===== config.mk =====
export PLATFORM = sky130hd
export DESIGN_NAME = flippable_stack_flat
export DESIGN_NICKNAME = d
export VERILOG_FILES = /design/src/hw/rtl/fs_pkg.sv /design/src/hw/rtl/fs_req_if.sv /design/src/hw/rtl/fs_rsp_if.sv /design/src/hw/rtl/fs_slot_ram.sv /design/src/hw/rtl/fs_ctrl.sv /design/src/hw/rtl/flippable_stack.sv /design/src/flat_wrapper.sv
export SDC_FILE = /design/constraint.sdc
export NUM_CORES = 1
export LEC_CHECK = 0
export BUFFER_PORTS_ARGS = -buffer_cell sky130_fd_sc_hd__buf_2
export CAP_MARGIN = 25
export CORE_UTILIZATION = 60
export CTS_CLUSTER_DIAMETER = 60
export CTS_CLUSTER_SIZE = 25
export DETAILED_ROUTE_END_ITERATION = 10
export PLACE_DENSITY_LB_ADDON = 0.08
export RECOVER_POWER = 25
export SKIP_CTS_REPAIR_TIMING = 1
export SYNTH_ARGS = -nofsm -noshare
export SYNTH_HDL_FRONTEND = slang
export SYNTH_SLANG_ARGS = --single-unit

===== constraint.sdc =====
create_clock -name clk -period 11.85 [get_ports clk]
set_input_delay 0.5925 -clock clk [delete_from_list [all_inputs] [get_ports clk]]
set_output_delay 0.5925 -clock clk [all_outputs]
set_load 0.02 [all_outputs]

===== src/hw/rtl/fs_pkg.sv =====
package fs_pkg;

	localparam int DEPTH      = 16;
	localparam int DATA_WIDTH = 32;

	localparam int IDX_W   = $clog2(DEPTH);
	localparam int CNT_W   = $clog2(DEPTH + 1);
	localparam int REQ_W   = 2;
	localparam int VALUE_W = 32;
	localparam int STAT_W  = 2;
	localparam int COUNT_W = 5;

	typedef logic [IDX_W-1:0]      idx_t;
	typedef logic [CNT_W-1:0]      cnt_t;
	typedef logic [DATA_WIDTH-1:0] data_t;

	typedef enum logic [REQ_W-1:0] {
		REQ_PUSH = 2'd0,
		REQ_POP  = 2'd1,
		REQ_FLIP = 2'd2,
		REQ_PEEK = 2'd3
	} req_type_t;

	typedef enum logic [STAT_W-1:0] {
		ST_OK    = 2'd0,
		ST_EMPTY = 2'd1,
		ST_FULL  = 2'd2
	} status_t;

	// slot access issued in the accept cycle
	typedef struct packed {
		logic  we;
		logic  re;
		idx_t  addr;
		data_t wdata;
	} mem_cmd_t;

	// result fields known at accept time
	typedef struct packed {
		logic    is_read;
		status_t status;
		logic    empty;
		cnt_t    count;
	} res_t;

	// base + off around the ring; off < DEPTH, so one conditional subtract
	function automatic idx_t ring_add(input idx_t base, input cnt_t off);
		logic [IDX_W:0] s;
		s = (IDX_W+1)'(base) + (IDX_W+1)'(off);
		if (s >= (IDX_W+1)'(DEPTH)) begin
			s = s - (IDX_W+1)'(DEPTH);
		end
		return s[IDX_W-1:0];
	endfunction

	function automatic idx_t ring_next(input idx_t i);
		return (i == IDX_W'(DEPTH - 1)) ? '0 : i + 1'b1;
	endfunction

	function automatic idx_t ring_prev(input idx_t i);
		return (i == '0) ? IDX_W'(DEPTH - 1) : i - 1'b1;
	endfunction

endpackage


===== src/hw/rtl/fs_req_if.sv =====
interface fs_req_if import fs_pkg::*; ();
	logic               valid;
	logic               ready;
	logic [REQ_W-1:0]   req_type;
	logic [VALUE_W-1:0] push_value;

	modport source(output valid, req_type, push_value, input ready);
	modport sink(input valid, req_type, push_value, output ready);
endinterface


===== src/hw/rtl/fs_rsp_if.sv =====
interface fs_rsp_if import fs_pkg::*; ();
	logic               valid;
	logic               ready;
	logic [VALUE_W-1:0] read_value;
	logic [STAT_W-1:0]  status;
	logic               is_empty;
	logic [COUNT_W-1:0] item_count;

	modport source(output valid, read_value, status, is_empty, item_count, input ready);
	modport sink(input valid, read_value, status, is_empty, item_count, output ready);
endinterface


===== src/hw/rtl/fs_slot_ram.sv =====
module fs_slot_ram #(
	parameter int DEPTH_P = 16,
	parameter int WIDTH_P = 32
) (
	input  logic                       clk,
	input  logic                       we,
	input  logic                       re,
	input  logic [$clog2(DEPTH_P)-1:0] addr,
	input  logic [WIDTH_P-1:0]         wdata,
	output logic [WIDTH_P-1:0]         rdata
);

	logic [WIDTH_P-1:0] mem_q [DEPTH_P];
	logic [WIDTH_P-1:0] rdata_q;

	always_ff @(posedge clk) begin
		if (we) begin
			mem_q[addr] <= wdata;
		end
		if (re) begin
			rdata_q <= mem_q[addr];
		end
	end

	assign rdata = rdata_q;

endmodule


===== src/hw/rtl/fs_ctrl.sv =====
module fs_ctrl import fs_pkg::*; (
	input  logic                clk,
	input  logic                arst_n,
	input  logic                fire,
	input  logic [REQ_W-1:0]    req_type,
	input  logic [VALUE_W-1:0]  push_value,
	output mem_cmd_t            cmd,
	output res_t                res
);

	idx_t bottom_q, bottom_d;
	cnt_t count_q, count_d;
	logic rev_q, rev_d;

	always_comb begin
		bottom_d    = bottom_q;
		count_d     = count_q;
		rev_d       = rev_q;
		cmd.we      = 1'b0;
		cmd.re      = 1'b0;
		cmd.addr    = bottom_q;
		cmd.wdata   = DATA_WIDTH'(push_value);
		res.is_read = 1'b0;
		res.status  = ST_OK;
		case (req_type_t'(req_type))
			REQ_PUSH: begin
				if (count_q == CNT_W'(DEPTH)) begin
					res.status = ST_FULL;
				end else begin
					cmd.we  = 1'b1;
					count_d = count_q + 1'b1;
					if (rev_q) begin
						// reversed: grow downward from the low end
						bottom_d = ring_prev(bottom_q);
						cmd.addr = bottom_d;
					end else begin
						cmd.addr = ring_add(bottom_q, count_q);
					end
				end
			end
			REQ_POP, REQ_PEEK: begin
				if (count_q == '0) begin
					res.status = ST_EMPTY;
				end else begin
					cmd.re      = 1'b1;
					res.is_read = 1'b1;
					cmd.addr    = rev_q ? bottom_q : ring_add(bottom_q, count_q - 1'b1);
					if (req_type_t'(req_type) == REQ_POP) begin
						count_d = count_q - 1'b1;
						if (rev_q) begin
							bottom_d = ring_next(bottom_q);
						end
					end
				end
			end
			REQ_FLIP: begin
				rev_d = ~rev_q;
			end
			default: begin
				res.status = ST_OK;
			end
		endcase
		res.count = count_d;
		res.empty = (count_d == '0);
	end

	always_ff @(posedge clk or negedge arst_n) begin
		if (!arst_n) begin
			bottom_q <= '0;
			count_q  <= '0;
			rev_q    <= 1'b0;
		end else if (fire) begin
			bottom_q <= bottom_d;
			count_q  <= count_d;
			rev_q    <= rev_d;
		end
	end

endmodule


===== src/hw/rtl/flippable_stack.sv =====
// A result beat is valid in the cycle after its request is accepted.
// Throughput: one request per cycle when not stalled; slot writes and reads use the
// single port of the slot RAM in the accept cycle, read data registered by the RAM.
// While a result beat is stalled no request is taken; ready returns with rsp.ready.
// Reset (arst_n low): stack empty, normal order, no result pending.
module flippable_stack import fs_pkg::*; (
	input logic      clk,
	input logic      arst_n,
	fs_req_if.sink   req,
	fs_rsp_if.source rsp
);

	logic     fire;
	logic     rsp_valid_q;
	mem_cmd_t cmd;
	res_t     res;
	res_t     res_s1;
	data_t    rdata;

	assign req.ready = ~rsp_valid_q | rsp.ready;
	assign fire      = req.valid & req.ready;

	fs_ctrl u_ctrl (
		.clk        (clk),
		.arst_n     (arst_n),
		.fire       (fire),
		.req_type   (req.req_type),
		.push_value (req.push_value),
		.cmd        (cmd),
		.res        (res)
	);

	fs_slot_ram #(
		.DEPTH_P (DEPTH),
		.WIDTH_P (DATA_WIDTH)
	) u_ram (
		.clk   (clk),
		.we    (cmd.we & fire),
		.re    (cmd.re & fire),
		.addr  (cmd.addr),
		.wdata (cmd.wdata),
		.rdata (rdata)
	);

	always_ff @(posedge clk or negedge arst_n) begin
		if (!arst_n) begin
			rsp_valid_q <= 1'b0;
		end else if (req.ready) begin
			rsp_valid_q <= req.valid;
		end
	end

	always_ff @(posedge clk) begin
		if (fire) begin
			res_s1 <= res;
		end
	end

	assign rsp.valid      = rsp_valid_q;
	assign rsp.read_value = res_s1.is_read ? VALUE_W'(rdata) : '0;
	assign rsp.status     = res_s1.status;
	assign rsp.is_empty   = res_s1.empty;
	assign rsp.item_count = COUNT_W'(res_s1.count);

endmodule


===== src/flat_wrapper.sv =====
// flat-port wrapper written by rule: the top's interface ports become plain ports
module flippable_stack_flat import fs_pkg::*;
  (clk, arst_n, req_valid, req_req_type, req_push_value, req_ready, rsp_valid, rsp_read_value, rsp_status, rsp_is_empty, rsp_item_count, rsp_ready);
  fs_req_if req_i ();
  fs_rsp_if rsp_i ();
  input logic clk;
  input logic arst_n;
  input wire logic [$bits(req_i.valid)-1:0] req_valid;
  input wire logic [$bits(req_i.req_type)-1:0] req_req_type;
  input wire logic [$bits(req_i.push_value)-1:0] req_push_value;
  output wire logic [$bits(req_i.ready)-1:0] req_ready;
  output wire logic [$bits(rsp_i.valid)-1:0] rsp_valid;
  output wire logic [$bits(rsp_i.read_value)-1:0] rsp_read_value;
  output wire logic [$bits(rsp_i.status)-1:0] rsp_status;
  output wire logic [$bits(rsp_i.is_empty)-1:0] rsp_is_empty;
  output wire logic [$bits(rsp_i.item_count)-1:0] rsp_item_count;
  input wire logic [$bits(rsp_i.ready)-1:0] rsp_ready;
  assign req_i.valid = req_valid;
  assign req_i.req_type = req_req_type;
  assign req_i.push_value = req_push_value;
  assign req_ready = req_i.ready;
  assign rsp_valid = rsp_i.valid;
  assign rsp_read_value = rsp_i.read_value;
  assign rsp_status = rsp_i.status;
  assign rsp_is_empty = rsp_i.is_empty;
  assign rsp_item_count = rsp_i.item_count;
  assign rsp_i.ready = rsp_ready;
  flippable_stack u_core (.clk(clk), .arst_n(arst_n), .req(req_i), .rsp(rsp_i));
endmodule

==> impl_metrics.yaml, run 1 <==
pwr:
  power_mw: 7.05
  leakage_nw: 8.34
  p_per_area_nw_per_um2: 279
  peakVddDrop_v: 0.000288
sta:
  slew_headroom_pct: 30.1
  hold_violations: 0
  period_minus_slack_ps: 5460
  finClkSkew_ps: 25.8
  setup-tns-final_ps: 0
  timing.final.crit_share_pct: 46.1
  setup_viol: 0
  whs_ps: 227
  report.final.slew_viol_count: 0
  worstMarginPinSlew_ps: 1050
  timing.fmax_ghz: 0.183
  timing.final.ws_setup_ps: 6390
  rsz0062_at_grt: "false"
clocking:
  cts_num_sinks: 564
  clockBufferDepth: 3
  cts_buffers: 37
  insertion_delay_ps: 570
  cts_tree: "built"
  root_buffer: "clkbuf_16"
  clk_pin_slew_ps: 90
  htree_levels: 2
route:
  wirelength_um: 54200
  ant_nets: 0
  dr.pass1.iters: 5
  vias: 13764
  drtIter0Drc: 1511
  route.detailed.wl_per_inst_um: 25.5
  drc_errors: 0
  viasPerCell: 6.47
finish:
  layout-drive-gt1-share_pct: 13.2
  layout.cells.non_filler: 2129
  fillers: 2703
  final_common_cell: "edfxtp_1"
  nNetsFinal: 1644
  final_util_pct: 66.8
  final_area_um2: 25300
  n_antenna_cell: 0
  layout_common_cells: "edfxtp_1 (553), nand2_1 (271), and3_1 (130), a311oi_1 (127), a211oi_1 (99)"
  syn_to_final_growth_pct: 9.20
worst_setup_path:
  start_kind: "flip-flop"
  cp_num_buf_inv: 4
  path_cells: "inv_1 -> ha_1 -> or4b_4 -> and2_1 -> a32oi_4 -> buf_4 -> nand2_8 -> buf_4 -> buf_4 -> a211oi_1 -> a311oi_1 -> or4_1"
  path_class: "flip-flop to flip-flop"
  cp_max_fo: 107
  slowest_delay_ps: 590
  cpMostUsedCell: "buf_4"
  slowest_stage: "or4_1"
  worstPathArrival_ps: 5760
  end_kind: "flip-flop"
  cpLargestDelayFamily: "simple AND/OR/NAND/NOR gates"
  crit_required_ps: 12150
global_route:
  grt_usage_pct: 28.3
  antenna_found_initial: 1
  first_global_vias: 13552
  overflow: 0
  grt_pass1_wl_um: 82000
  grt_max_degree: 108
placement:
  dp_hpwl_um: 27600
  place_inst: 2063
  place_ws_ps: 6430
  place_area_um2: 23900
  place_congestion: 0.826
  buffer_ports.inserted: 79
outcome:
  status: "finished clean"
die:
  initial_core_util_pct: 61.1
  die_w_um: 198
  die_height_um: 198
  die_area_um2: 39300
  core-area_um2: 37800
  ios: 80
  num_rows: 71
logic_synthesis:
  yosys_warnings: 0
  ys_seq_area_share_pct: 73.0
  postSynthAreaPerCell_um2: 14.7
  synthesis.area_um2: 23100
  postSynthCellCount: 1572
  synth_fp_nets: 1623
  synthFlopType: "edfxtp_1"
  synth-edff-count: 553
  synth_top_area_share_pct: 71.8
  yosys.area.top_type: "edfxtp_1"
  synth_top_cells_by_area: "edfxtp_1 (72%), a311oi_1 (4.8%), nand2_1 (4.5%), and3_1 (3.5%), a211oi_1 (3.2%)"
  synth_seq_cells: 564
  synthArstFlopShare_pct: 1.95
  ys_types: 58
job:
  cap_violations: 0
min_path:
  hold_path_class: "primary input to flip-flop"
-- layer usage --
| metal | track usage [%] | wire length (µm) | part of all wire [%] | vias to the layer above |
|---|---|---|---|---|
| met3 | 4.26 | 3700 | 6.8 | 74 |
| met4 | 7.24 | 1090 | 2.0 | 2 |
| met1 | 40.1 | 23000 | 42 | 6958 |
| met5 | 0 | 15 | 0.028 | - |
| met2 | 46.2 | 26400 | 49 | 524 |
| li1 | - | - | - | 6206 |
-- kinds of logic after synthesis --
logic type,Yosys count,share of synthesized area [%]
AND/OR/NAND/NOR,533,11.4
adder cells (fa/ha/maj),13,0.768
multiplexers,4,0.178
XOR/XNOR,12,0.454
buffers and inverters,144,3.09
AO/OA/AOI/OAI,302,11.1
flip-flops,564,73.0
-- final cells by class --
class / count / area (µm²) / share of cell area, %
clock inverters: 26 / 379 / 1.50
clock buffers: 38 / 930 / 3.68
multi-input cells: 864 / 5710 / 22.6
well taps: 511 / 639 / 2.53
inverters: 13 / 48.8 / 0.193
flip-flops and latches: 564 / 16900 / 66.8
repair buffers: 113 / 674 / 2.67
-- Yosys cell counts (all sizes together), types with 3 or more instances --
cell type	n
edfxtp	553
nand2	276
and3	130
a311oi	128
a211oi	127
clkbuf	71
buf	60
and2	36
or4	34
nor2	28
a21oi	13
inv	12
dfrtp	11
ha	11
o21ai	9
nand3	8
xnor2	7
xor2	5
a221oi	4
nand2b	4
a21o	3
mux2i	3
nor3	3
o31ai	3
-- report_power, final --
| part | internal (mW) | switching (mW) |
|---|---|---|
| clock network | 0.682 | 0.729 |
| logic | 1.01 | 2.13 |
| registers | 2.40 | 0.0945 |
| total | 4.10 | 2.95 |
-- state kept, by name, indices dropped and copies added (netlist names) --
name	count
u_core.u_ram.mem_q	512
u_core.rsp.is_empty	1
u_core.rsp.status	2
u_core.u_ctrl.rev_q	1
u_core.u_ctrl.bottom_q	4
u_core.rsp.item_count	5
u_core.u_ram.rdata	32
u_core.u_ctrl.count_q	5
u_core.rsp.valid	1
u_core.res_s1	1
-- worst register-to-register path, cell delays in order (launching register included) --
cell and delay [ps]:
dfrtp_1 470, inv_1 170, ha_1 240, or4b_4 520
and2_1 290, a32oi_4 190, buf_4 450, nand2_8 550
buf_4 590, buf_4 610, a211oi_1 420, a311oi_1 90
or4_1 590
-- path summary, 6_finish.rpt --
kind	depth (start not counted)	slack (ps)	start	endpoint
min in group asynchronous	2	440	arst_n	u_core.rsp.valid
worst max register to register	12	6390	u_core.u_ctrl.count_q[0]	u_core.u_ram.rdata[10]
worst min-delay path	2	230	req_valid	u_core.rsp.valid
worst max-delay path	12	6390	u_core.u_ctrl.count_q[0]	u_core.u_ram.rdata[10]
max in group asynchronous	2	11180	arst_n	u_core.u_ctrl.bottom_q[0]
worst min register to register	2	550	u_core.rsp.valid	u_core.rsp.valid
No activity file was read; power rests on OpenSTA's default activity.
==> run 2, diff against run 1 <==
- clock period: 11.85 -> 5.4 ns (I/O delays scaled with it)
==> impl_metrics.yaml, run 2 (same netlist as run 1, synthesis figures left out) <==
finish:
  layout.cells.non_filler: 2143
  nNetsFinal: 1652
  largest-register: "u_core.u_ram.mem_q"
  final_common_cell: "edfxtp_1"
  multi_input_area_um2: 5710
  layout_common_cells: "edfxtp_1 (553), nand2_1 (271), and3_1 (130), a311oi_1 (127), a211oi_1 (99)"
  register_area_um2: 16900
  layout-drive-gt1-share_pct: 13.9
  largest_reg_flops: 512
  fillers: 2631
  syn_to_final_growth_pct: 10.3
sta:
  slew_headroom_pct: 30.6
  setup_viol: 0
  hold_violations: 1
  timing.final.crit_share_pct: 80.4
  worstMarginPinSlew_ps: 1040
  timing.final.ws_setup_ps: 1060
  timing.fmax_ghz: 0.230
  whs_ps: -0.826
  report.final.slew_viol_count: 0
  rsz0062_at_grt: "false"
  finClkSkew_ps: 17.7
  period_minus_slack_ps: 4340
  setup-tns-final_ps: 0
pwr:
  peakVddDrop_v: 0.000807
  clockPowerShare_pct: 20.5
  leakage_nw: 8.46
  combPwrFrac_pct: 44.6
  p_seq_share_pct: 34.9
  swShare_pct: 41.5
  p_per_area_nw_per_um2: 616
  intPower_mw: 9.20
  switching_power_mw: 6.53
placement:
  place_ws_ps: 1110
  buffer_ports.inserted: 79
  place_congestion: 0.838
  place_inst: 2070
  dp_hpwl_um: 28200
die:
  core-area_um2: 37800
  ios: 80
  die_w_um: 198
  die_height_um: 198
  initial_core_util_pct: 61.1
  die_area_um2: 39300
  num_rows: 71
worst_setup_path:
  crit_required_ps: 5720
  timing.rr.start: "u_core.u_ctrl.count_q[0]"
  start_kind: "flip-flop"
  reg2regPathDepth: 12
  worstSetupEndpoint: "u_core.u_ram.rdata[16]"
  worstPathArrival_ps: 4660
  r2r_slack_ps: 1060
  cp_max_fo: 26
  end_kind: "flip-flop"
  r2r_end: "u_core.u_ram.rdata[16]"
  cp-startpoint: "u_core.u_ctrl.count_q[0]"
  path_class: "flip-flop to flip-flop"
clocking:
  root_buffer: "clkbuf_16"
  insertion_delay_ps: 590
  cts_buffers: 38
  cts_tree: "built"
  cts_num_sinks: 564
  clk_pin_slew_ps: 80
  htree_levels: 2
  clockBufferDepth: 3
outcome:
  violations: "negative hold slack"
  status: "complete, but fails checks"
route:
  wirelength_um: 54900
  dr.pass1.iters: 5
  vias: 13846
  ant_nets: 0
  route.detailed.wl_per_inst_um: 25.6
  drc_errors: 0
  drtIter0Drc: 1378
  viasPerCell: 6.46
global_route:
  grt_pass1_wl_um: 82100
  grt_max_degree: 130
  grt_usage_pct: 28.7
  antenna_found_initial: 1
  overflow: 0
  first_global_vias: 13193
job:
  cap_violations: 0
min_path:
  hold_path_class: "primary input to flip-flop"
run 2: worst min-delay path by stage:
stage               cells after the start      start  slack (ps)                  endpoint
finish                                  3  rsp_ready        -0.8          u_core.rsp.valid
CTS                                     1     arst_n        -450  u_core.u_ctrl.count_q[0]
detailed placement                      1     arst_n         180  u_core.u_ctrl.count_q[4]
global placement                        1     arst_n         170  u_core.u_ctrl.count_q[4]
floorplan                               0     arst_n         -30          u_core.rsp.valid
global route                            3  rsp_ready          40          u_core.rsp.valid
run 2: cell type report:
type	count	share of cell area (%)
flip-flops and latches	564	66.1
multi-input cells	864	22.4
clock buffers	42	4.03
repair buffers	120	3.34
well taps	511	2.51
clock inverters	28	1.40
inverters	13	0.191
diodes	1	0.00980
run 2: routing by layer:
layer  wire length (µm)  part of all wire [%]  GRT usage [%]
met1              24000                    44           42.3
met2              26100                    47           44.8
met5                  0                     0              0
met3               3650                   6.6           3.42
met4               1190                   2.2           9.65
run 2: stage by stage:
step	power (mW)	instance area (µm²)	hold WS [ps]	utilization, %
5_1_grt	16.5	25500	44.4	67.4
6_report	15.7	25500	-0.826	67.4
2_1_floorplan	10.7	23100	-25.6	-
3_5_place_dp	12.6	24100	179	63.8
3_3_place_gp	12.5	24100	172	63.8
4_1_cts	15.8	25500	-446	67.5
run 2: critical path: stages (launching register included):
cell and delay, ps:
dfrtp_1 500, inv_1 160, ha_1 280, xor2_1 160, ha_1 370, a21oi_1 90, a211o_1 310, a21oi_1 190
o221ai_1 230, nand2_2 810, buf_4 380, a311oi_1 80, or4_1 490
run 2: power groups by stage:
stage / Combinational, mW / Clock (mW) / Sequential [mW]
floorplan: 5.23 / 0 / 5.45
global placement: 6.88 / 0 / 5.57
detailed placement: 7.00 / 0 / 5.58
CTS: 7.02 / 3.26 / 5.48
global route: 7.61 / 3.41 / 5.51
finish: 7.02 / 3.23 / 5.49
